## config.mk

```make
export PLATFORM = sky130hd
export DESIGN_NAME = ssd_encode
export DESIGN_NICKNAME = d
export VERILOG_FILES = /design/src/design/ssd_pkg.sv /design/src/design/ssd_encode.sv
export SDC_FILE = /design/constraint.sdc
export NUM_CORES = 1
export LEC_CHECK = 0
export BUFFER_PORTS_ARGS = -buffer_cell sky130_fd_sc_hd__buf_2
export CAP_MARGIN = 15
export CORE_MARGIN = 5
export CORE_UTILIZATION = 35
export DETAILED_ROUTE_END_ITERATION = 12
export PLACE_DENSITY = 0.65
export SLEW_MARGIN = 20
export SYNTH_ARGS = -nofsm -noshare
export SYNTH_HDL_FRONTEND = slang
export SYNTH_SLANG_ARGS = --single-unit
```

## constraint.sdc

```tcl
create_clock -name vclk -period 2.57
set_clock_uncertainty 0.1 [all_clocks]
set_input_delay 0.3855 -clock vclk [all_inputs]
set_output_delay 0.3855 -clock vclk [all_outputs]
set_load 0.005 [all_outputs]
```

## src/design/ssd_pkg.sv

```systemverilog
`default_nettype none

package ssd_pkg;

  // Display geometry and field widths.
  localparam int MAX_DIGITS = 8;
  localparam int DIGIT_W    = (MAX_DIGITS > 1) ? $clog2(MAX_DIGITS) : 1;
  localparam int COUNT_W    = 4;
  localparam int VALUE_W    = 27;
  localparam int LINES_W    = 8;
  localparam int BCD_W      = 4;
  localparam int CFG_DATA_W = 4;
  localparam int CFG_IDX_W  = 1;

  // Divide by ten through a reciprocal: q = (v * DIV10_MULT) >> DIV10_SHIFT
  // is exact for every v below 2**VALUE_W.
  localparam int DIV10_SHIFT = 30;
  localparam logic [VALUE_W-1:0] DIV10_MULT = 27'd107374183;

  // Operation codes of an input item.
  localparam logic OP_WRITE = 1'b0;
  localparam logic OP_CLEAR = 1'b1;

  // Configuration register indexes.
  localparam logic [CFG_IDX_W-1:0] CFG_DIGIT_COUNT    = 1'b0;
  localparam logic [CFG_IDX_W-1:0] CFG_COMMON_CATHODE = 1'b1;

  // Configuration reset values.
  localparam logic [COUNT_W-1:0] DIGIT_COUNT_RST = 4'd4;
  localparam logic               CATHODE_RST     = 1'b1;

  typedef struct packed {
    logic               operation;
    logic [VALUE_W-1:0] value;
  } in_item_t;

  typedef struct packed {
    logic [LINES_W-1:0] digit_lines;
    logic [LINES_W-1:0] segment_lines;
    logic               last_of_run;
  } out_item_t;

  // Control of one scan step, from the sequencer to the line encoder.
  typedef struct packed {
    logic               clear;
    logic               cathode;
    logic               last;
    logic [DIGIT_W-1:0] position;
    logic [COUNT_W-1:0] count;
  } step_ctrl_t;

  // Standard decimal segment decoder, segment a in bit 0.
  function automatic logic [6:0] seg_decode(input logic [BCD_W-1:0] digit);
    logic [6:0] segs;
    case (digit)
      4'd0:    segs = 7'h3F;
      4'd1:    segs = 7'h06;
      4'd2:    segs = 7'h5B;
      4'd3:    segs = 7'h4F;
      4'd4:    segs = 7'h66;
      4'd5:    segs = 7'h6D;
      4'd6:    segs = 7'h7D;
      4'd7:    segs = 7'h07;
      4'd8:    segs = 7'h7F;
      4'd9:    segs = 7'h6F;
      default: segs = 7'h00;
    endcase
    return segs;
  endfunction

endpackage

`default_nettype wire

```

## src/design/ssd_encode.sv

```systemverilog
`default_nettype none

module ssd_encode (
  input  wire ssd_pkg::step_ctrl_t           ctrl,
  input  wire logic [ssd_pkg::BCD_W-1:0]     digit,
  output ssd_pkg::out_item_t                 item
);

  logic [ssd_pkg::LINES_W-1:0] mask;
  logic [ssd_pkg::LINES_W-1:0] select;
  logic [6:0]                  segs;

  // Digit pins within the scanned count, and the one pin scanned now.
  always_comb begin
    mask   = '0;
    select = '0;
    for (int i = 0; i < ssd_pkg::MAX_DIGITS; i++) begin
      mask[i]   = (ssd_pkg::COUNT_W'(i) < ctrl.count);
      select[i] = (ctrl.position == ssd_pkg::DIGIT_W'(i));
    end
  end

  assign segs = ssd_pkg::seg_decode(digit);

  // Apply polarity; a clear drives every line low.
  always_comb begin
    item.last_of_run = ctrl.last;
    if (ctrl.clear) begin
      item.digit_lines   = '0;
      item.segment_lines = '0;
    end else if (ctrl.cathode) begin
      item.digit_lines   = mask & ~select;
      item.segment_lines = {1'b0, segs};
    end else begin
      item.digit_lines   = select;
      item.segment_lines = {1'b1, ~segs};
    end
  end

endmodule

`default_nettype wire

```

==> metrics.txt, run 1 <==
result of the run completed; Rows 14; average instance area after synthesis between 6 and 7 sq um; Layout Area Growth over Synthesis 20.6%; nature of the critical path startpoint input port; Slowest cell on crit path or3_1; CTS Hold Bufs 0; arrival time at the worst endpoint between 1.5 and 2 ns; DRT Pass-1 Iters 4; DRC violation count after routing 0; Final Cell Area a little under 700 sq um; sum of negative setup slack 0 ns; Final Cycle Share 86.7%; routed length per instance roughly 12 um; cell area after technology mapping about 580 sq um; leftover overflow at the end of global routing 0; share of the yosys chip area belonging to registers 0%; Pwr per Cell Area 165 nW/um^2; proportion of layout cells with a drive suffix above 1 between 30 and 40%; synthesized netlist cell count 91; number of nets in the synthesized netlist 110; maximum fanout along the worst path 7; number of pins exceeding their max-slew limit in the final report 0; net switching power of the design ~0.062 mW; post-CTS sizing 0; max-cap viol count 0; Std-Cell Core Area 1540 sq um; horizontal die dimension 50.6 um; proportion of power drawn by combinational gates 100.0%; clock share of power 0%; largest incremental delay on the critical path 0.32 ns; CP Class input port to output port; global-route wire length before repair around 2400 um; cells along the critical path buf_2, inv_1, ha_1, mux2_2, or3_1, a21oi_2, a31o_1, buf_2; total leakage power roughly 0.35 nW; Setup-failing EPs final 0; crit path capture type output port; initial standard-cell utilization of the core 37.4%; count of different cell masters after synthesis 30; min Tclk post-route ~2.2 ns; # port buffers 29; maximum clock rate 449 MHz; Switching Fraction a little over half; die outline height just over 50 um; maximum number of pins on one net before global-route repair 17; Hold Path Origin ctrl[7]; final estimated routing congestion in global placement 0.791; post-layout net count about 130; flip-flop and latch area 0 sq um; maximum resistive drop on vdd 0.0000878 V; Crit. Startpoint digit[1]; Worst Hold Endpoint item[0]; detailed-route wire length about 1500 um; Max transition margin 77.4%; per-cell via count in the routed design about 5.5; hold violation total from the final report 0; sequential cell count of the final layout 0; initial antenna violation count 0; area of the die 2560 sq um; required time at the endpoint of the critical path roughly 2.1 ns; number of global-route vias before repair approximately 550; clock tree buffer count of the final layout 0; initial detailed-routing violation count 7; sequential fraction of design power 0%; filler cell count about 180; I/O pin cnt 31; Placement Cell Area between 600 and 700 sq um; cell depth of the worst hold path 0; cell repeated most along the worst path buf_2; internal power of the cells 0.0524 mW; aggregate global-route resource usage 10.6%; hold crit path type input port to output port; total number of vias 707; Setup Buffers After CTS 0; setup repair after global routing missed its margin false; antenna-violating nets left 0; warning count from the yosys run 0; actual transition at the worst max-transition pin between 0.3 and 0.4 ns; count of inserted antenna diode cells 0; HPWL Detailed approximately 1200 um
-- metal layers --
| layer | share of wire [%] | GRT usage, % | wire length (um) | vias up |
|---|---|---|---|---|
| li1 | - | - | - | 370 |
| met5 | 0 | 0 | 0 | - |
| met4 | 0 | 1.28 | 0 | 0 |
| met1 | 43 | 13.7 | 632 | 318 |
| met2 | 49 | 18.8 | 725 | 19 |
| met3 | 8.7 | 1.78 | 129 | 0 |
-- cell usage in the layout (no fill, tap or decap) --
cell type,netlist,routed
a211oi_1,3,3
a21oi_1,9,9
a21oi_2,1,1
a31o_1,2,2
and3b_1,1,1
buf_2,1,29
buf_4,2,1
ha_1,5,5
inv_1,8,8
mux2_2,2,2
mux2i_1,3,3
nand2_1,6,6
nand3_1,3,3
nand3b_1,1,1
nor2_1,11,11
nor3_1,4,4
nor3b_1,2,2
nor4_1,1,1
o21a_1,3,3
o21ai_0,6,6
o221ai_1,1,1
o22ai_1,1,1
o311ai_0,1,1
o31ai_1,1,1
or3_1,3,3
or3b_2,1,1
or4b_1,1,1
xnor2_1,3,3
-- metrics by stage --
step	std cells	setup slack [ns]	hold slack [ns]	power (mW)	utilization [%]
final	129	0.342	0.671	0.115	45.1
after global routing	129	0.215	0.671	0.130	45.1
after CTS	129	0.338	0.671	0.116	45.1
after detailed placement	129	0.341	0.671	0.116	45.1
after global placement	129	0.391	0.671	0.114	45.1
after floorplan	91	0.672	0.699	0.0762	-
-- critical path: cells and delay by family --
family	cells	cell delay [ns]
compound gates	2	0.26
fa+ha+maj	1	0.19
buf+inv	3	0.34
mux	1	0.25
simple gates	1	0.32
-- how the worst max path moves through the flow --
stage	end	slack [ns]
final	item[1]	0.34
after global routing	item[4]	0.21
after CTS	item[1]	0.34
after detailed placement	item[1]	0.34
after global placement	item[1]	0.39
after floorplan	item[1]	0.67
-- power by group through the flow --
| stage | sequential [mW] | clock, mW | combinational, mW |
|---|---|---|---|
| after floorplan | 0 | 0 | 0.0762 |
| after global placement | 0 | 0 | 0.114 |
| after detailed placement | 0 | 0 | 0.116 |
| after CTS | 0 | 0 | 0.116 |
| after global routing | 0 | 0 | 0.130 |
| final | 0 | 0 | 0.115 |
-- synthesized netlist by cell type, types with 2 or more instances --
library cell | instances | area share [%]
buf_6 | 2 | 3.9
inv_1 | 8 | 5.2
a21oi_1 | 9 | 7.8
a211oi_1 | 3 | 3.9
nor2_1 | 11 | 7.2
nand3_1 | 3 | 2.6
mux2_2 | 2 | 3.9
clkbuf_1 | 3 | 2.0
or3_1 | 3 | 3.3
nor3b_1 | 2 | 2.6
mux2i_1 | 3 | 5.2
ha_1 | 5 | 11
o21a_1 | 3 | 3.9
nor3_1 | 4 | 3.5
xnor2_1 | 3 | 4.6
buf_4 | 2 | 2.6
o21ai_0 | 6 | 5.2
a31o_1 | 2 | 3.0
nand2_1 | 6 | 3.9
-- final cells by class --
| type | instances | area [sq um] | area share (%) |
|---|---|---|---|
| timing repair buffer | 30 | 153 | 21.9 |
| inverter | 8 | 30.0 | 4.32 |
| tap | 16 | 20.0 | 2.88 |
| multi-input combinational | 75 | 493 | 70.9 |
-- kinds of logic (layout without fill, tap and decap cells) --
| logic type | Yosys count | after routing | synth area share, % |
|---|---|---|---|
| fa+ha+maj | 5 | 5 | 10.8 |
| simple gates | 34 | 34 | 30.2 |
| compound gates | 28 | 28 | 30.8 |
| mux | 5 | 5 | 9.11 |
| xor+xnor | 3 | 3 | 4.56 |
| buf+inv | 16 | 38 | 14.5 |
(Power assumes the default switching activity.)
==> run 2, diff against run 1 <==
--- a/config.mk
+++ b/config.mk
@@ -13,2 +13,3 @@
 export PLACE_DENSITY = 0.65
+export REMOVE_ABC_BUFFERS = 1
 export SLEW_MARGIN = 20
--- a/constraint.sdc
+++ b/constraint.sdc
@@ -4,2 +4,2 @@
 set_output_delay 0.3855 -clock vclk [all_outputs]
-set_load 0.005 [all_outputs]
+set_load 0.1 [all_outputs]
==> run 2 against run 1 <==
  * Total power is 130% higher
  * Maximum frequency down 5.2%
  * Via count down 2.4%
  * Flip-flop and latch count unchanged
  * Sequential share of layout area unchanged
  * Hold slack hardly changed
  * Setup slack worse by 0.12 ns
  * Largest cell class unchanged
==> metrics.txt, run 2 (synthesis results as in run 1) <==
dpl cells 129 (unchanged); sequential cell count of the final layout 0 (unchanged); largest incremental delay on the critical path 0.32 ns (about the same); Layout Area Growth over Synthesis 25.8% (was 20.6%); cell depth of the worst hold path 0 (unchanged); leftover overflow at the end of global routing 0 (unchanged); Final Cell Area 726 sq um (was 696 sq um); initial detailed-routing violation count 8 (was 7); die outline height 50.6 um (unchanged); Std-Cell Core Area 1540 sq um (unchanged); setup repair after global routing missed its margin false (unchanged); Final Util 47.1% (was 45.1%); cells along the critical path buf_2, inv_1, ha_1, mux2_2, or3_1, a21oi_2, a31o_1, buf_12 (was buf_2, inv_1, ha_1, mux2_2, or3_1, a21oi_2, a31o_1, buf_2); Setup Buffers After CTS 0 (unchanged); worst path buffer plus inverter count 3 (unchanged); flip-flop and latch area 0 sq um (unchanged); routed length per instance 11.2 um (was 11.5 um); global-route wire length before repair 2450 um (was 2380 um); total leakage power 0.360 nW (was 0.352 nW); final estimated routing congestion in global placement 0.777 (was 0.791); Placement Setup Slack 0.212 ns (was 0.341 ns); min Tclk post-route 2.35 ns (was 2.23 ns); post-CTS sizing 0 (unchanged); filler cell count 170 (was 184); top cell family by delay on the critical path buffers and inverters (unchanged); area of the die 2560 sq um (unchanged); Detail Route met3 WL 118 um (was 129 um); detailed-route wire length 1450 um (was 1490 um); minimum setup slack in the final design 0.220 ns (was 0.342 ns); number of pins exceeding their max-slew limit in the final report 0 (unchanged); required time at the endpoint of the critical path 2.08 ns (about the same); met2 wirelength from detailed routing 676 um (was 725 um); HPWL Detailed 1160 um (was 1180 um); highest routed metal layer met3 (unchanged); maximum clock rate 426 MHz (was 449 MHz); maximum fanout along the worst path 7 (unchanged); CTS Hold Bufs 0 (unchanged); maximum resistive drop on vdd 0.000171 V (was 0.0000878 V); DRC violation count after routing 0 (unchanged); per-cell via count in the routed design 5.35 (was 5.48); arrival time at the worst endpoint 1.86 ns (was 1.74 ns); Setup-failing EPs final 0 (unchanged); commonest cells after routing, fill and taps aside 27 x buf_2, 11 x nor2_1, 9 x a21oi_1 (was 29 x buf_2, 11 x nor2_1, 9 x a21oi_1); post-layout net count 134 (unchanged); Placement Cell Area 726 sq um (was 696 sq um); count of inserted antenna diode cells 0 (unchanged); total number of vias 690 (was 707); hold violation total from the final report 0 (unchanged); Max transition margin 67.5% (was 77.4%); clock tree buffer count of the final layout 0 (unchanged); proportion of layout cells with a drive suffix above 1 30.1% (unchanged); count of placed standard cells in the final layout, fillers left out 129 (unchanged); Pwr per Cell Area 358 nW/um^2 (was 165 nW/um^2); initial antenna violation count 0 (unchanged); nature of the critical path startpoint input port (unchanged); initial standard-cell utilization of the core 37.4% (unchanged); I/O pin cnt 31 (unchanged); routed length on met1 653 um (was 632 um); antenna-violating nets left 0 (unchanged); horizontal die dimension 50.6 um (unchanged); Slowest cell on crit path or3_1 (unchanged); # port buffers 29 (unchanged); number of global-route vias before repair 540 (was 546); depth of the critical timing path with buffers and inverters included 8 (unchanged); crit path capture type output port (unchanged); total design power 0.260 mW (was 0.115 mW); hold crit path type input port to output port (unchanged); maximum number of pins on one net before global-route repair 14 (was 17); DRT Pass-1 Iters 3 (was 4); result of the run completed (unchanged); aggregate global-route resource usage 10.9% (was 10.6%); CP Class input port to output port (unchanged); Final Cycle Share 91.4% (was 86.7%); commonest non-fill, non-tap cell in the layout buf_2 (unchanged); actual transition at the worst max-transition pin 0.491 ns (was 0.335 ns); Rows 14 (unchanged); max-cap viol count 0 (unchanged)
==> run 2: through the flow <==
stage          setup TNS (ns)  hold WS, ns
5_1_grt                     0        0.672
3_5_place_dp                0        0.672
6_report                    0        0.671
4_1_cts                     0        0.672
2_1_floorplan           -1.62        0.671
3_3_place_gp                0        0.672
==> run 2: final timing paths <==
kind | start | end
hold / removal | ctrl[7] | item[0]
setup / recovery | digit[1] | item[4]
==> run 2: final cells by class <==
class	count	area, sq um	area share (%)
Multi-Input combinational cell	75	493	67.9
Timing Repair Buffer	30	183	25.2
Inverter	8	30.0	4.14
Tap cell	16	20.0	2.76
==> run 2: per-layer routing <==
layer,vias up,track usage [%]
li1,373,-
met1,297,16.1
met2,20,18.0
met3,0,1.18
met4,0,0
met5,-,0
==> run 2: power by group <==
part	switching (mW)	internal (mW)	total [mW]	leakage, nW
logic	0.198	0.0620	0.260	0.360
registers	0	0	0	0
clock network	0	0	0	0
total	0.198	0.0620	0.260	0.360
==> run 3, diff against run 2 <==
Settings changed: ABC_AREA from default to 1, MAX_ROUTING_LAYER from default to met4, PLACE_DENSITY 0.65 to 0.76.
==> run 3 against run 2 <==
  * Global-route usage increased by 1.4 points
  * Largest cell class unchanged
  * Total power decreased by 10%
  * Die area decreased by 12%
  * Critical path type unchanged
  * First-iteration DRC count unchanged
  * Highest routed layer unchanged
  * Setup slack improved by 0.16 ns
  * Combinational power decreased by 10%
  * Synthesized cell count increased by 7.7%
==> metrics.txt, run 3 <==
hold violation total from the final report 0 (unchanged); sum of negative setup slack 0 ns (unchanged); Placement Setup Slack 0.378 ns (was 0.212 ns); HPWL Detailed 1160 um (about the same); Crit. Startpoint digit[1] (unchanged); commonest non-fill, non-tap cell in the layout nand2_1 (was buf_2); required time at the endpoint of the critical path 2.08 ns (about the same); Layout Area Growth over Synthesis 30.1% (was 25.8%); minimum setup slack in the final design 0.380 ns (was 0.220 ns); cell area after technology mapping 494 sq um (was 577 sq um); maximum number of pins on one net before global-route repair 15 (was 14); arrival time at the worst endpoint 1.70 ns (was 1.86 ns); Rows 13 (was 14); number of pins exceeding their max-slew limit in the final report 0 (unchanged); Pwr per Cell Area 363 nW/um^2 (was 358 nW/um^2); number of global-route vias before repair 514 (was 540); CTS Hold Bufs 0 (unchanged); met2 wirelength from detailed routing 647 um (was 676 um); Final Cycle Share 85.2% (was 91.4%); DRC violation count after routing 0 (unchanged); proportion of layout cells with a drive suffix above 1 29.6% (was 30.1%); highest routed metal layer met3 (unchanged); total design power 0.233 mW (was 0.260 mW); routed length on met1 649 um (was 653 um); sequential cell count of the final layout 0 (unchanged); flip-flop and latch area 0 sq um (unchanged); Detail Route met3 WL 71 um (was 118 um); total number of vias 658 (was 690); warning count from the yosys run 0 (unchanged); CP Class input port to output port (unchanged); synthesized netlist cell count 98 (was 91); area of the die 2260 sq um (was 2560 sq um); count of inserted antenna diode cells 0 (unchanged); area share of the largest cell type after synthesis 22.8% (was 10.8%); share of the yosys chip area belonging to registers 0% (unchanged); result of the run completed (unchanged); hold crit path type input port to output port (unchanged); Final Util 48.8% (was 47.1%); filler cell count 144 (was 170); initial standard-cell utilization of the core 37.5% (was 37.4%); Setup-failing EPs final 0 (unchanged); setup repair after global routing missed its margin false (unchanged); post-layout net count 146 (was 134); global-route wire length before repair 2130 um (was 2450 um); routed length per instance 9.77 um (was 11.2 um); Std-Cell Core Area 1320 sq um (was 1540 sq um); commonest cells after routing, fill and taps aside 30 x nand2_1, 29 x buf_2, 14 x inv_1 (was 27 x buf_2, 11 x nor2_1, 9 x a21oi_1); actual transition at the worst max-transition pin 0.489 ns (was 0.491 ns); Hold Path Origin ctrl[7] (unchanged); clock tree buffer count of the final layout 0 (unchanged); die outline height 47.6 um (was 50.6 um); min Tclk post-route 2.19 ns (was 2.35 ns); horizontal die dimension 47.6 um (was 50.6 um); leftover overflow at the end of global routing 0 (unchanged); I/O pin cnt 31 (unchanged); DRT Pass-1 Iters 4 (was 3); maximum resistive drop on vdd 0.000220 V (was 0.000171 V); average instance area after synthesis 5.04 sq um (was 6.34 sq um); max-cap viol count 0 (unchanged); # port buffers 29 (unchanged); maximum fanout along the worst path 5 (was 7); Setup Buffers After CTS 0 (unchanged); antenna-violating nets left 0 (unchanged); count of placed standard cells in the final layout, fillers left out 140 (was 129); final estimated routing congestion in global placement 0.857 (was 0.777); dominant cell type by area after synthesis nand2_1 (was ha_1); most frequent cell after synthesis nand2_1 (was nor2_1); maximum clock rate 457 MHz (was 426 MHz); initial antenna violation count 0 (unchanged); aggregate global-route resource usage 12.3% (was 10.9%); count of different cell masters after synthesis 18 (was 30); most area-consuming cells after synthesis nand2_1 23%, ha_1 13%, nand3_1 12% (was ha_1 11%, a21oi_1 7.8%, nor2_1 7.2%); nature of the critical path startpoint input port (unchanged); per-cell via count in the routed design 4.70 (was 5.35); dpl cells 140 (was 129); initial detailed-routing violation count 8 (unchanged); post-CTS sizing 0 (unchanged); total leakage power 0.414 nW (was 0.360 nW); most frequent cells after synthesis 30 x nand2_1, 14 x inv_1, 12 x nand3_1 (was 11 x nor2_1, 9 x a21oi_1, 8 x inv_1); crit path capture type output port (unchanged); Max transition margin 67.6% (was 67.5%); detailed-route wire length 1370 um (was 1450 um)
run 3: stage by stage:
step                hold WS [ns]  instance area [sq um]
floorplan                  0.671                    479
global placement           0.672                    643
detailed placement         0.672                    643
CTS                        0.672                    643
global route               0.672                    643
finish                     0.671                    643
run 3: layout make-up:
| cell class | instances | area, sq um | area share [%] |
|---|---|---|---|
| Inverter | 16 | 62.6 | 9.73 |
| Timing Repair Buffer | 29 | 145 | 22.6 |
| Tap cell | 15 | 18.8 | 2.92 |
| Multi-Input combinational cell | 80 | 417 | 64.8 |
run 3: worst paths after layout:
| path | to | slack, ns | cells past startpoint |
|---|---|---|---|
| worst min-delay path | item[0] | 0.67 | 0 |
| worst max-delay path | item[4] | 0.38 | 10 |
run 3: per-layer routing:
metal  up-vias  GRT usage, %
met1       273          18.7
met4         0             0
met5         -             -
li1        370             -
met2        15          19.5
met3         0             0
run 3: critical path, cell delays in order:
cell and delay (ns):
buf_2 0.13, inv_1 0.08, ha_1 0.28, nand2_1 0.06, nand3_1 0.09, nand2_1 0.06
nand2_1 0.06, nand2_1 0.06, nor2_2 0.07, buf_2 0.42
run 3: kinds of logic after synthesis:
logic type | Yosys count | synth area share, %
AO/OA/AOI/OAI | 17 | 19.7
adder cells (fa/ha/maj) | 5 | 12.7
buffers and inverters | 18 | 15.7
multiplexers | 1 | 2.03
AND/OR/NAND/NOR | 57 | 49.9
run 3: report_power, final:
group / internal (mW) / total [mW] / switching [mW]
clock: 0 / 0 / 0
sequential: 0 / 0 / 0
combinational: 0.0419 / 0.233 / 0.191
total: 0.0419 / 0.233 / 0.191
